File: src/hdl/battery_fault_supervisor_top_macros.svh
// assertion macros for the battery fault supervisor
`ifndef BATTERY_FAULT_SUPERVISOR_TOP_MACROS_SVH
`define BATTERY_FAULT_SUPERVISOR_TOP_MACROS_SVH

// condition now implies consequence now
`define BFS_ASSERT_NOW(lbl, ante, cons, msg) \
  lbl: assert property (@(posedge clk) disable iff (!rst_n) (ante) |-> (cons)) else $error(msg);

// condition now implies consequence at the next clock
`define BFS_ASSERT_NEXT(lbl, ante, cons, msg) \
  lbl: assert property (@(posedge clk) disable iff (!rst_n) (ante) |=> (cons)) else $error(msg);

`endif

File: src/hdl/bfs_pkg.sv
// types and constants of the battery fault supervisor
`default_nettype none
package bfs_pkg;

  typedef struct packed {
    logic        mode;
    logic [31:0] time_ms;
    logic        cell_link_error;
    logic        aux_link_error;
    logic        limit_link_error;
    logic [1:0]  voltage_fault_code;
    logic [15:0] current_code;
    logic [15:0] temperature_code;
  } in_item_t;

  typedef struct packed {
    logic [7:0] status_flags;
    logic       failed;
    logic [1:0] fail_cause;
    logic [1:0] relay_command;
  } out_item_t;

  // item kinds
  localparam logic MODE_REPORT  = 1'b0;
  localparam logic MODE_TIMEOUT = 1'b1;

  // relay commands
  localparam logic [1:0] RELAY_NONE    = 2'd0;
  localparam logic [1:0] RELAY_OPEN    = 2'd1;
  localparam logic [1:0] RELAY_RELEASE = 2'd2;

  // failure causes
  localparam logic [1:0] CAUSE_NONE    = 2'd0;
  localparam logic [1:0] CAUSE_LINK    = 2'd1;
  localparam logic [1:0] CAUSE_TIMEOUT = 2'd2;

  // register indexes
  localparam logic [2:0] REG_HOT_LIMIT    = 3'd0;
  localparam logic [2:0] REG_COLD_LIMIT   = 3'd1;
  localparam logic [2:0] REG_ZERO_CODE    = 3'd2;
  localparam logic [2:0] REG_CHARGE_LIM   = 3'd3;
  localparam logic [2:0] REG_DISCHG_LIM   = 3'd4;
  localparam logic [2:0] REG_VOLT_HOLD    = 3'd5;
  localparam logic [2:0] REG_TEMP_HOLD    = 3'd6;
  localparam logic [2:0] REG_CURRENT_HOLD = 3'd7;

  // register reset values
  localparam logic [15:0]        HOT_LIMIT_RST    = 16'd6500;
  localparam logic [15:0]        COLD_LIMIT_RST   = 16'd23000;
  localparam logic [15:0]        ZERO_CODE_RST    = 16'd30090;
  localparam logic signed [16:0] CHARGE_LIM_RST   = 17'sd5000;
  localparam logic signed [16:0] DISCHG_LIM_RST   = -17'sd28000;
  localparam logic [15:0]        VOLT_HOLD_RST    = 16'd500;
  localparam logic [15:0]        TEMP_HOLD_RST    = 16'd1000;
  localparam logic [15:0]        CURRENT_HOLD_RST = 16'd500;

  // fixed limits
  localparam logic [31:0] COOLDOWN_MS        = 32'd100;
  localparam logic [2:0]  LINK_FAIL_LIMIT    = 3'd5;
  localparam logic [2:0]  TIMEOUT_FAIL_LIMIT = 3'd3;
  localparam logic [2:0]  COUNT_MAX          = 3'd7;

endpackage
`default_nettype wire

File: src/hdl/battery_fault_supervisor_top.sv
// battery fault supervisor top level
//
// battery fault supervisor: each item is a measurement report or a conversion
// timeout, stamped with a free-running millisecond time (elapsed time is taken
// modulo 2^32). voltage, temperature and overcurrent faults each run a
// persistence timer; a fault that outlasts its hold time asks for the relay to
// open and is latched in the high nibble of status_flags. a voltage fault only
// clears after 100 ms of cooldown. repeated link checksum errors or repeated
// conversion timeouts put the block into a sticky failure state, after which
// every item returns relay open and nothing else changes. exactly one result
// item leaves for every input item: the whole update is a single pass of logic
// from the input port into the state and the result register, so one item is
// taken every cycle while in_stall is low. the result register frees as its
// item is taken, so in_stall only rises while a result waits under out_stall.
// the user must write limits and hold times over the APB-style port while the
// block is idle (unchecked by the block); there is no clearing pass after reset.
`default_nettype none
module battery_fault_supervisor_top
  import bfs_pkg::*;
#(
  parameter int SLOT_COUNT       = 16,
  parameter int CHECKED_SLOTS    = 10,
  parameter int CELL_READ_PERIOD = 100
) (
  input  wire logic      clk,
  input  wire logic      rst_n,
  // input channel
  input  wire logic      in_valid,
  output logic           in_stall,
  input  wire in_item_t  in_data,
  // result channel
  output logic           out_valid,
  input  wire logic      out_stall,
  output out_item_t      out_data,
  // configuration port
  input  wire logic      psel,
  input  wire logic      penable,
  input  wire logic      pwrite,
  input  wire logic [4:0] paddr,
  input  wire logic [31:0] pwdata,
  output logic [31:0]    prdata,
  output logic           pready
);

  localparam int SLOT_W  = $clog2(SLOT_COUNT);
  localparam int NCHK    = (CHECKED_SLOTS < SLOT_COUNT) ? CHECKED_SLOTS : SLOT_COUNT;
  localparam int CRC_W   = $clog2(CELL_READ_PERIOD + 1);

  // configuration registers
  logic [15:0]        hot_lim_r, cold_lim_r, zero_code_r;
  logic signed [16:0] chg_lim_r, dis_lim_r;
  logic [15:0]        volt_hold_r, temp_hold_r, cur_hold_r;

  // supervisor state
  logic              fail_flag_r, fail_flag_nxt;
  logic [1:0]        fail_code_r, fail_code_nxt;
  logic [2:0]        tmo_cnt_r, tmo_cnt_nxt;
  logic [CRC_W-1:0]  cell_cnt_r, cell_cnt_nxt;
  logic [2:0]        link_cnt_r [3];
  logic [2:0]        link_cnt_nxt [3];
  logic [SLOT_W-1:0] slot_r, slot_nxt;
  logic [SLOT_COUNT-1:0] slot_oor_r, slot_oor_nxt;
  logic              volt_act_r, volt_act_nxt;
  logic              cool_act_r, cool_act_nxt;
  logic              temp_act_r, temp_act_nxt;
  logic              cur_act_r, cur_act_nxt;
  logic [31:0]       t_volt_r, t_volt_nxt;
  logic [31:0]       t_cool_r, t_cool_nxt;
  logic [31:0]       t_temp_r, t_temp_nxt;
  logic [31:0]       t_cur_r, t_cur_nxt;
  logic [7:0]        status_r, status_nxt;

  // result register
  logic              out_valid_r;
  out_item_t         out_data_r, out_data_nxt;

  logic              in_acc;
  logic              cfg_wr;
  logic [2:0]        cfg_idx;

  // per-item working values
  logic               open_req;
  logic [1:0]         relay;
  logic signed [16:0] cur_val;
  logic               temp_any;
  logic               cell_err_eff;
  logic [31:0]        el_volt, el_cool, el_temp, el_cur;

  // saturating link error counter step
  function automatic logic [2:0] bump(input logic [2:0] cnt, input logic err);
    logic [2:0] res;
    res = 3'd0;
    if (err) begin
      res = (cnt < COUNT_MAX) ? cnt + 3'd1 : cnt;
    end
    return res;
  endfunction

  // handshakes: the result register frees as its item leaves
  assign in_stall  = out_valid_r & out_stall;
  assign in_acc    = in_valid & ~in_stall;
  assign out_valid = out_valid_r;
  assign out_data  = out_data_r;

  assign pready  = 1'b1;
  assign cfg_wr  = psel & penable & pwrite & pready;
  assign cfg_idx = paddr[4:2];

  // register readback, signed limits sign extended
  always_comb begin
    unique case (cfg_idx)
      REG_HOT_LIMIT:    prdata = {16'd0, hot_lim_r};
      REG_COLD_LIMIT:   prdata = {16'd0, cold_lim_r};
      REG_ZERO_CODE:    prdata = {16'd0, zero_code_r};
      REG_CHARGE_LIM:   prdata = {{15{chg_lim_r[16]}}, chg_lim_r};
      REG_DISCHG_LIM:   prdata = {{15{dis_lim_r[16]}}, dis_lim_r};
      REG_VOLT_HOLD:    prdata = {16'd0, volt_hold_r};
      REG_TEMP_HOLD:    prdata = {16'd0, temp_hold_r};
      REG_CURRENT_HOLD: prdata = {16'd0, cur_hold_r};
    endcase
  end

  // elapsed times since each timer start, modulo 2^32
  assign el_volt = in_data.time_ms - t_volt_r;
  assign el_cool = in_data.time_ms - t_cool_r;
  assign el_temp = in_data.time_ms - t_temp_r;
  assign el_cur  = in_data.time_ms - t_cur_r;

  // signed current relative to the sensor zero point
  assign cur_val = $signed({1'b0, in_data.current_code}) - $signed({1'b0, zero_code_r});

  // whole update for one item
  always_comb begin
    fail_flag_nxt = fail_flag_r;
    fail_code_nxt = fail_code_r;
    tmo_cnt_nxt   = tmo_cnt_r;
    cell_cnt_nxt  = cell_cnt_r;
    for (int k = 0; k < 3; k++) begin
      link_cnt_nxt[k] = link_cnt_r[k];
    end
    slot_nxt     = slot_r;
    slot_oor_nxt = slot_oor_r;
    volt_act_nxt = volt_act_r;
    cool_act_nxt = cool_act_r;
    temp_act_nxt = temp_act_r;
    cur_act_nxt  = cur_act_r;
    t_volt_nxt   = t_volt_r;
    t_cool_nxt   = t_cool_r;
    t_temp_nxt   = t_temp_r;
    t_cur_nxt    = t_cur_r;
    status_nxt   = status_r;
    open_req     = 1'b0;
    relay        = RELAY_NONE;
    cell_err_eff = 1'b0;
    temp_any     = 1'b0;

    if (!fail_flag_r) begin
      if (in_data.mode == MODE_TIMEOUT) begin
        // conversion timeout, status stays as it was
        tmo_cnt_nxt = (tmo_cnt_r < COUNT_MAX) ? tmo_cnt_r + 3'd1 : tmo_cnt_r;
        if (tmo_cnt_nxt > TIMEOUT_FAIL_LIMIT) begin
          fail_flag_nxt = 1'b1;
          fail_code_nxt = CAUSE_TIMEOUT;
        end
      end else begin
        tmo_cnt_nxt = 3'd0;
        // cell readback is only checked on one report in every CELL_READ_PERIOD + 1
        if (cell_cnt_r >= CRC_W'(CELL_READ_PERIOD)) begin
          cell_cnt_nxt = '0;
        end else begin
          cell_cnt_nxt = cell_cnt_r + CRC_W'(1);
        end
        cell_err_eff    = in_data.cell_link_error & (cell_cnt_nxt == '0);
        link_cnt_nxt[0] = bump(link_cnt_r[0], cell_err_eff);
        link_cnt_nxt[1] = bump(link_cnt_r[1], in_data.aux_link_error);
        link_cnt_nxt[2] = bump(link_cnt_r[2], in_data.limit_link_error);

        if (!in_data.aux_link_error) begin
          slot_oor_nxt[slot_r] = (in_data.temperature_code < hot_lim_r) ||
                                 (in_data.temperature_code > cold_lim_r);
        end

        // voltage routine with cooldown
        if (!in_data.limit_link_error) begin
          status_nxt[1:0] = in_data.voltage_fault_code;
          if (in_data.voltage_fault_code != 2'd0) begin
            cool_act_nxt = 1'b0;
            if (!volt_act_r) begin
              volt_act_nxt = 1'b1;
              t_volt_nxt   = in_data.time_ms;
            end else if (el_volt > {16'd0, volt_hold_r}) begin
              open_req        = 1'b1;
              status_nxt[5:4] = status_r[5:4] | in_data.voltage_fault_code;
            end
          end else if (volt_act_r) begin
            if (!cool_act_r) begin
              cool_act_nxt = 1'b1;
              t_cool_nxt   = in_data.time_ms;
            end else if (el_cool > COOLDOWN_MS) begin
              volt_act_nxt = 1'b0;
              cool_act_nxt = 1'b0;
            end
          end
        end

        // temperature and current routines
        if (!in_data.aux_link_error) begin
          temp_any = |slot_oor_nxt[NCHK-1:0];
          if (temp_any) begin
            status_nxt[2] = 1'b1;
            if (!temp_act_r) begin
              temp_act_nxt = 1'b1;
              t_temp_nxt   = in_data.time_ms;
            end else if (el_temp > {16'd0, temp_hold_r}) begin
              open_req      = 1'b1;
              status_nxt[6] = 1'b1;
            end
          end else begin
            temp_act_nxt  = 1'b0;
            status_nxt[2] = 1'b0;
          end

          if ((cur_val > chg_lim_r) || (cur_val < dis_lim_r)) begin
            status_nxt[3] = 1'b1;
            if (!cur_act_r) begin
              cur_act_nxt = 1'b1;
              t_cur_nxt   = in_data.time_ms;
            end else if (el_cur > {16'd0, cur_hold_r}) begin
              open_req      = 1'b1;
              status_nxt[7] = 1'b1;
            end
          end else begin
            cur_act_nxt   = 1'b0;
            status_nxt[3] = 1'b0;
          end
        end

        // open takes priority over release
        priority if (open_req) begin
          relay = RELAY_OPEN;
        end else if (status_nxt[3:0] == 4'd0) begin
          relay = RELAY_RELEASE;
        end else begin
          relay = RELAY_NONE;
        end

        slot_nxt = (slot_r == SLOT_W'(SLOT_COUNT - 1)) ? '0 : slot_r + SLOT_W'(1);

        if ((link_cnt_nxt[0] > LINK_FAIL_LIMIT) || (link_cnt_nxt[1] > LINK_FAIL_LIMIT) ||
            (link_cnt_nxt[2] > LINK_FAIL_LIMIT)) begin
          fail_flag_nxt = 1'b1;
          fail_code_nxt = CAUSE_LINK;
        end
      end
    end

    // failure forces the relay open from the entering item onward
    if (fail_flag_nxt) begin
      relay = RELAY_OPEN;
    end

    out_data_nxt.status_flags  = status_nxt;
    out_data_nxt.failed        = fail_flag_nxt;
    out_data_nxt.fail_cause    = fail_code_nxt;
    out_data_nxt.relay_command = relay;
  end

  always_ff @(posedge clk) begin
    if (!rst_n) begin
      hot_lim_r   <= HOT_LIMIT_RST;
      cold_lim_r  <= COLD_LIMIT_RST;
      zero_code_r <= ZERO_CODE_RST;
      chg_lim_r   <= CHARGE_LIM_RST;
      dis_lim_r   <= DISCHG_LIM_RST;
      volt_hold_r <= VOLT_HOLD_RST;
      temp_hold_r <= TEMP_HOLD_RST;
      cur_hold_r  <= CURRENT_HOLD_RST;
    end else if (cfg_wr) begin
      unique case (cfg_idx)
        REG_HOT_LIMIT:    hot_lim_r   <= pwdata[15:0];
        REG_COLD_LIMIT:   cold_lim_r  <= pwdata[15:0];
        REG_ZERO_CODE:    zero_code_r <= pwdata[15:0];
        REG_CHARGE_LIM:   chg_lim_r   <= $signed(pwdata[16:0]);
        REG_DISCHG_LIM:   dis_lim_r   <= $signed(pwdata[16:0]);
        REG_VOLT_HOLD:    volt_hold_r <= pwdata[15:0];
        REG_TEMP_HOLD:    temp_hold_r <= pwdata[15:0];
        REG_CURRENT_HOLD: cur_hold_r  <= pwdata[15:0];
      endcase
    end
  end

  always_ff @(posedge clk) begin
    if (!rst_n) begin
      fail_flag_r <= 1'b0;
      fail_code_r <= CAUSE_NONE;
      tmo_cnt_r   <= 3'd0;
      cell_cnt_r  <= '0;
      for (int k = 0; k < 3; k++) begin
        link_cnt_r[k] <= 3'd0;
      end
      slot_r      <= '0;
      slot_oor_r  <= '0;
      volt_act_r  <= 1'b0;
      cool_act_r  <= 1'b0;
      temp_act_r  <= 1'b0;
      cur_act_r   <= 1'b0;
      t_volt_r    <= 32'd0;
      t_cool_r    <= 32'd0;
      t_temp_r    <= 32'd0;
      t_cur_r     <= 32'd0;
      status_r    <= 8'd0;
      out_valid_r <= 1'b0;
    end else begin
      if (in_acc) begin
        fail_flag_r <= fail_flag_nxt;
        fail_code_r <= fail_code_nxt;
        tmo_cnt_r   <= tmo_cnt_nxt;
        cell_cnt_r  <= cell_cnt_nxt;
        for (int k = 0; k < 3; k++) begin
          link_cnt_r[k] <= link_cnt_nxt[k];
        end
        slot_r      <= slot_nxt;
        slot_oor_r  <= slot_oor_nxt;
        volt_act_r  <= volt_act_nxt;
        cool_act_r  <= cool_act_nxt;
        temp_act_r  <= temp_act_nxt;
        cur_act_r   <= cur_act_nxt;
        t_volt_r    <= t_volt_nxt;
        t_cool_r    <= t_cool_nxt;
        t_temp_r    <= t_temp_nxt;
        t_cur_r     <= t_cur_nxt;
        status_r    <= status_nxt;
        out_valid_r <= 1'b1;
      end else if (!out_stall) begin
        out_valid_r <= 1'b0;
      end
    end
  end

  // result payload, no reset needed
  always_ff @(posedge clk) begin
    if (in_acc) begin
      out_data_r <= out_data_nxt;
    end
  end

  `include "battery_fault_supervisor_top_macros.svh"

  // failure is sticky
  `BFS_ASSERT_NEXT(a_fail_sticky, fail_flag_r, fail_flag_r, "failure state was left")
  // nothing moves once failed
  `BFS_ASSERT_NEXT(a_fail_frozen, fail_flag_r, $stable(status_r), "status changed while failed")
  // a cause is recorded exactly when failed
  `BFS_ASSERT_NOW(a_fail_cause, 1'b1, fail_flag_r == (fail_code_r != CAUSE_NONE), "cause mismatch")
  // a failed result always asks for the relay to open
  `BFS_ASSERT_NOW(a_fail_relay, out_valid_r && out_data_r.failed,
                  out_data_r.relay_command == RELAY_OPEN, "failed item without relay open")

endmodule
`default_nettype wire

File: config.mk
export PLATFORM = sky130hd
export DESIGN_NAME = battery_fault_supervisor_top
export DESIGN_NICKNAME = d
export VERILOG_FILES = /design/src/hdl/bfs_pkg.sv /design/src/hdl/battery_fault_supervisor_top.sv
export VERILOG_INCLUDE_DIRS = /design/src /design/src/hdl
export SDC_FILE = /design/constraint.sdc
export NUM_CORES = 1
export LEC_CHECK = 0
export ABC_AREA = 0
export BUFFER_PORTS_ARGS = -buffer_cell sky130_fd_sc_hd__buf_4
export CELL_PAD_IN_SITES_DETAIL_PLACEMENT = 1
export CELL_PAD_IN_SITES_GLOBAL_PLACEMENT = 2
export CORE_MARGIN = 1.5
export CORE_UTILIZATION = 37
export DETAILED_ROUTE_END_ITERATION = 7
export PLACE_DENSITY = 0.82
export RECOVER_POWER = 100
export SYNTH_ARGS = -nofsm -noshare
export SYNTH_HDL_FRONTEND = slang
export SYNTH_SLANG_ARGS = --single-unit
export TNS_END_PERCENT = 20
File: constraint.sdc
create_clock -name clk -period 7 [get_ports clk]
set_clock_uncertainty 0.1 [all_clocks]
set_input_delay 1.4 -clock clk [delete_from_list [all_inputs] [get_ports clk]]
set_output_delay 1.4 -clock clk [all_outputs]
set_load 0.005 [all_outputs]
Yosys cells after proc, flatten, opt, wreduce, memory -nomap -nowiden --
Memory sizes are Yosys's and may differ from the RTL's. Index checks and enable logic that the tools add are counted.
Cells by class: $lt $le $gt $ge 19, add/sub/neg operators 11, equality and inequality tests 10, reductions and logical operators 30, bitwise operators 19, muxes and demuxes 88
Operator list (count):
- case mux 32 bit (8 select lines) | 1
- subtractor 32 bit | 4
- greater-than comparator 32 x 16 -> 1 bit | 3
- 2-to-1 mux 3 bit | 17
- 2-to-1 mux 16 bit | 3
- 2-to-1 mux 1 bit | 41
- greater-than comparator 32 x 7 -> 1 bit, second input constant | 1
- 2-to-1 mux 2 bit | 16
- 2-to-1 mux 7 bit | 3
- 2-to-1 mux 9 bit | 2
- AND reduction 2 bit | 9
- AND reduction 6 bit | 3
- greater-than comparator 17 bit | 1
- less-than comparator 17 bit | 1
- subtractor 16 x 16 -> 17 bit | 1
- bitwise mux 16 bit | 1
- greater-than comparator 16 bit | 1
- less-than comparator 16 bit | 1
- 2-to-1 mux 8 bit | 2
- adder 3 x 1 -> 3 bit, second input constant | 4
- == test 3 bit, second input constant | 4
- less-than comparator 3 bit, second input constant | 4
- AND reduction 4 bit | 3
- NOT 1 bit | 10
- 28 further kinds | 41
Storage, ports and cells: word-level logic and storage cells 208, memories 1, flip-flop bits (word level) 317, output and inout port bits 48, input bits 114, bits in writable memories 9
Memory list:
- link_cnt_r | depth 3, width 3, rd ports 3, clocked after memory_dff 0, write ports 3, RTL line battery_fault_supervisor_top.sv:59 | logic [2:0] link_cnt_r [3];

Logic depth before layout (Yosys ltp) --
depth in word-level cells 19, depth in mapped cells 28, depth with buffers taken out 26

Least setup slack after synthesis --
OpenSTA, ideal clock, no wires.
path kind in2reg, from input in_data[16] (netlist bit), to register t_cur_r[1], stages on the path 27, setup time 115 ps, arrival 6294 ps, setup slack 491 ps, buffers on the path 2, required time 6785 ps, cell sequence inv_1 -> ha_1 -> inv_1 -> fa_1 -> a21o_1 -> a21oi_1 -> o21bai_1 -> a21oi_1 -> o21bai_1 -> a21oi_1 -> nor2b_1 -> o21a_1 -> o41ai_1 -> o21ai_0 -> xor2_1 -> ha_1 -> a21o_1 -> a211oi_1 -> o21ai_0 -> a21oi_1 -> o22ai_1 -> a211oi_1 -> or3_1 -> clkbuf_1 -> buf_1 -> mux2i_1 -> and2_1
On the way: longest elaborated chain between the ends 4, elaborated cells on any way between the ends 5, classes of those cells add/sub (1); order compare (2); reduce/logical (2)
RTL lines:
- from (decl) | RTL line battery_fault_supervisor_top.sv:30 | input wire in_item_t in_data,
- subtractor 16 x 16 -> 17 bit * | RTL line battery_fault_supervisor_top.sv:130 | assign cur_val = $signed({1'b0, in_data.current_code}) - $signed({1'b0, zero_code_r});
- greater-than comparator 17 bit or less-than comparator 17 bit (tied branches) | RTL line battery_fault_supervisor_top.sv:223 | if ((cur_val > chg_lim_r) || (cur_val < dis_lim_r)) begin
- logical OR 1 bit * | RTL line battery_fault_supervisor_top.sv:223
- AND reduction 6 bit (no source line) *
- to (signal assigned) | RTL line battery_fault_supervisor_top.sv:331 | t_cur_r <= t_cur_nxt;
- to (decl) | RTL line battery_fault_supervisor_top.sv:70 | logic [31:0] t_cur_r, t_cur_nxt;
Mark *: on every way between the ends. The rest lies on a longest branch, timed or not. A chain may end at the register's enable or synchronous reset.

Worst setup path in the final report --
from input in_data[16] (netlist bit), to register t_cur_r[10]
The elaborated chain is that of the path after synthesis.

==> metrics.md <==
| Metric | Value |
|---|---|
| Post-synth EDFFs | 22 |
| Hold endpoint | slot_oor_r[9]$_SDFFE_PN0P_ |
| DR vias/cell | ~5.7 |
| Tcrit/Tclk final | a little over 90% |
| Wirelength per Cell | 21.1 microns |
| Fmax | 0.154 GHz |
| DR pass1 iterations | 5 |
| Post-layout util | 42.3% |
| Crit path launch | in_data[16] |
| Sequential-to-total area share from yosys stat | 26.6% |
| Clock Pin Slew Worst Setup and Hold Paths | ~60 ps |
| RR Startpoint | zero_code_r[0]$_SDFFE_PN0P_ |
| Cell taking the most area after synthesis | dfxtp_1 |
| Clk buf depth | 3 |
| Initial DRC count | about 1,100 |
| Commonest non-fill, non-tap cells in the layout | nand2_1 (577), inv_1 (313), dfxtp_1 (298) |
| Hold Crit Start | slot_oor_r[9]$_SDFFE_PN0P_ |
| Die height | roughly 260 microns |
| Worst-skew pair later-pin latency | around 590 ps |
| Slew of the pin with the lowest slew margin | about 4400 ps |
| Crit path capture type | flop |
| Yosys reg bits | 320 |
| DRC Markers | 0 |
| Leak | ~0.011 uW |
| RSZ-0062 raised after global routing | false |
| R2R depth | 26 |
| Pwr/cell area | 193 nW/um^2 |
| CTS sink count | 320 |
| Crit Path Max Fanout | 22 |
| Pin count of the biggest net entering global routing | between 100 and 150 |
| Core ar. | 66,200 sq um |
| Max Cap Viol | 3 |
| Post-DRT Antenna Nets | 0 |
| TritonCTS clock tree | done |
| Most common cell after layout, fill and taps aside | nand2_1 |
| First-pass GRT wire length | 139,000 microns |
| Run status | finished with violations |
| Critical path's largest stage delay | roughly 530 ps |
| Area of the die | approximately 70,000 sq um |
| Hold WC Path Type | flop to flop |
| Number of distinct library cells after synthesis | 97 |
| Share of cells above drive strength 1 | approximately 8.7% |
| Crit start category | primary input |
| Syn-to-layout area delta | 12.4% |
| Num ports | between 150 and 200 |
| Final setup vio count | 0 |
| Failing checks | max-capacitance violations, max-slew violations |
| Post-Syn Nets | 3,639 |
| VDD IR-drop max | 0.000293 V |
| Arrival time at the worst endpoint | a little under 7000 ps |
| Final worst path period need | 6510 ps |
| Vias | ~24,000 |
| Synth top area share | between 20% and 30% |
| Hold-fix buffers, CTS | 0 |
| Data required, critical path | ~7400 ps |
| IO Port Bufs | roughly 140 |
| Detail Placement HPWL | roughly 68,000 microns |
| Starting Density | between 30% and 40% |
| Grt ovf | 0 |
| Cell count after synthesis | between 3,000 and 4,000 |
| Vias in the first global route | roughly 25,000 |
| Rows | 94 |
| Root buf cell | clkbuf_16 |
| Post-Route WL | between 80,000 and 90,000 microns |
| Max-slew violations | 292 |
| GPL Wtd Cong | ~0.90 |
| Reg-to-reg endpoint | t_cur_r[10]$_SDFFE_PN0P_ |
| Relative slew slack | -190% |
| Synth warn | 0 |
| Post-layout nets | between 3,000 and 4,000 |
| Diode count | 0 |
| Initial antenna violation count | 0 |
| Die width | between 200 and 300 microns |
| H-Tree Level Count | 2 |
| Sum of negative setup slack | 0 ps |
| Post-synthesis async set-or-reset flop share | 0% |
| CP Class | primary input to flop |
| Final hold violation count | 0 |
| CTS Buf Count | 44 |
| Syn_area_per_cell | 7.65 sq um |
| Top post-synthesis cells by area | dfxtp_1 (24%), ha_1 (13%), nand2_1 (8.7%) |
| Syn Std Cell Area | 24,900 sq um |
| Hold depth | 2 |
| R2R setup slack | between 1000 and 1500 ps |
| Post-synth top flop | dfxtp_1 |
| CP max stage cell | or3_2 |
| GRT Util Overall | about 25% |
what timing repair did:
item,in CTS,in global routing
setup buffers,0,0
setup endpoints to repair,0,5
gates resized for setup,0,2
worst max-delay path: cells and delay by family:
kind | cells | cell delay (ps)
simple gates | 5 | 860
fa+ha+maj | 3 | 890
mux | 1 | 220
compound gates | 14 | 2870
buf+inv | 5 | 620
kinds of logic (layout without fill, tap and decap cells):
logic type,count (synthesis),count (layout),share of synthesized area (%)
other cells,1,1,0.0150
flops,320,320,26.6
buf+inv,480,567,7.74
mux,64,64,2.85
fa+ha+maj,267,267,13.6
simple gates,1098,1098,20.2
compound gates,942,942,26.0
xor+xnor,86,86,3.02
worst max path at each step:
| stage | endpoint | cells after the start |
|---|---|---|
| after floorplan | t_cur_r[1]$_SDFFE_PN0P_ | 27 |
| after global placement | t_cur_r[1]$_SDFFE_PN0P_ | 28 |
| after detailed placement | t_cur_r[10]$_SDFFE_PN0P_ | 28 |
| after CTS | t_cur_r[10]$_SDFFE_PN0P_ | 28 |
| after global routing | t_cur_r[26]$_SDFFE_PN0P_ | 28 |
| final | t_cur_r[10]$_SDFFE_PN0P_ | 28 |
routing by layer:
| metal | track usage, % | wire length [microns] |
|---|---|---|
| met2 | 45.1 | 43500 |
| met5 | 0 | 0 |
| met3 | 2.57 | 3110 |
| met4 | 8.44 | 2850 |
| met1 | 31.3 | 39400 |
stage by stage:
step	area, sq um	hold slack, ps	std cells	total power, uW	setup WS (ps)
final	28000	350	4209	5400	489
after global routing	28000	389	4209	5650	47.4
after CTS	28100	353	4209	5460	409
after detailed placement	26600	344	4127	3120	-164
after global placement	26600	340	4127	3080	-46.4
after floorplan	24900	329	3258	2720	491
cell usage after synthesis, types with 46 or more instances:
cell      count
dfxtp_1     298
nand2_1     577
a21o_1       62
o211ai_1     73
o21ai_0     138
nor2_1      146
clkbuf_1    120
nand3_1      61
inv_1       313
a21oi_1     182
a21boi_0    188
ha_1        262
nor2b_1      67
nor3_1       46
mux2i_1      54
xnor2_1      57
report_power, final:
group / total [uW] / leakage (uW) / internal [uW] / switching [uW]
Combinational: 1180 / 0.00760 / 467 / 714
Sequential: 1910 / 0.00264 / 1880 / 25.9
Clock: 2310 / 0.000716 / 1380 / 933
Total: 5400 / 0.0110 / 3730 / 1670
state kept, by name, summed over array words and instances (netlist names), 2 cells and up:
register	flops
t_cool_r	32
t_cur_r	32
t_temp_r	32
t_volt_r	32
chg_lim_r	17
dis_lim_r	17
cold_lim_r	16
cur_hold_r	16
hot_lim_r	16
temp_hold_r	16
volt_hold_r	16
zero_code_r	16
out_data	13
slot_oor_r	10
link_cnt_r	9
status_r	8
cell_cnt_r	7
slot_r	4
tmo_cnt_r	3
fail_code_r	2
layout make-up:
class	count	area, sq um
fillers	8108	38200
multi-input cells	2458	16400
flip-flops and latches	320	6630
repair buffers	172	1250
clock buffers	61	1230
inverters	313	1170
well taps	864	1080
clock inverters	21	240
Power figures use the tool's default switching activity.
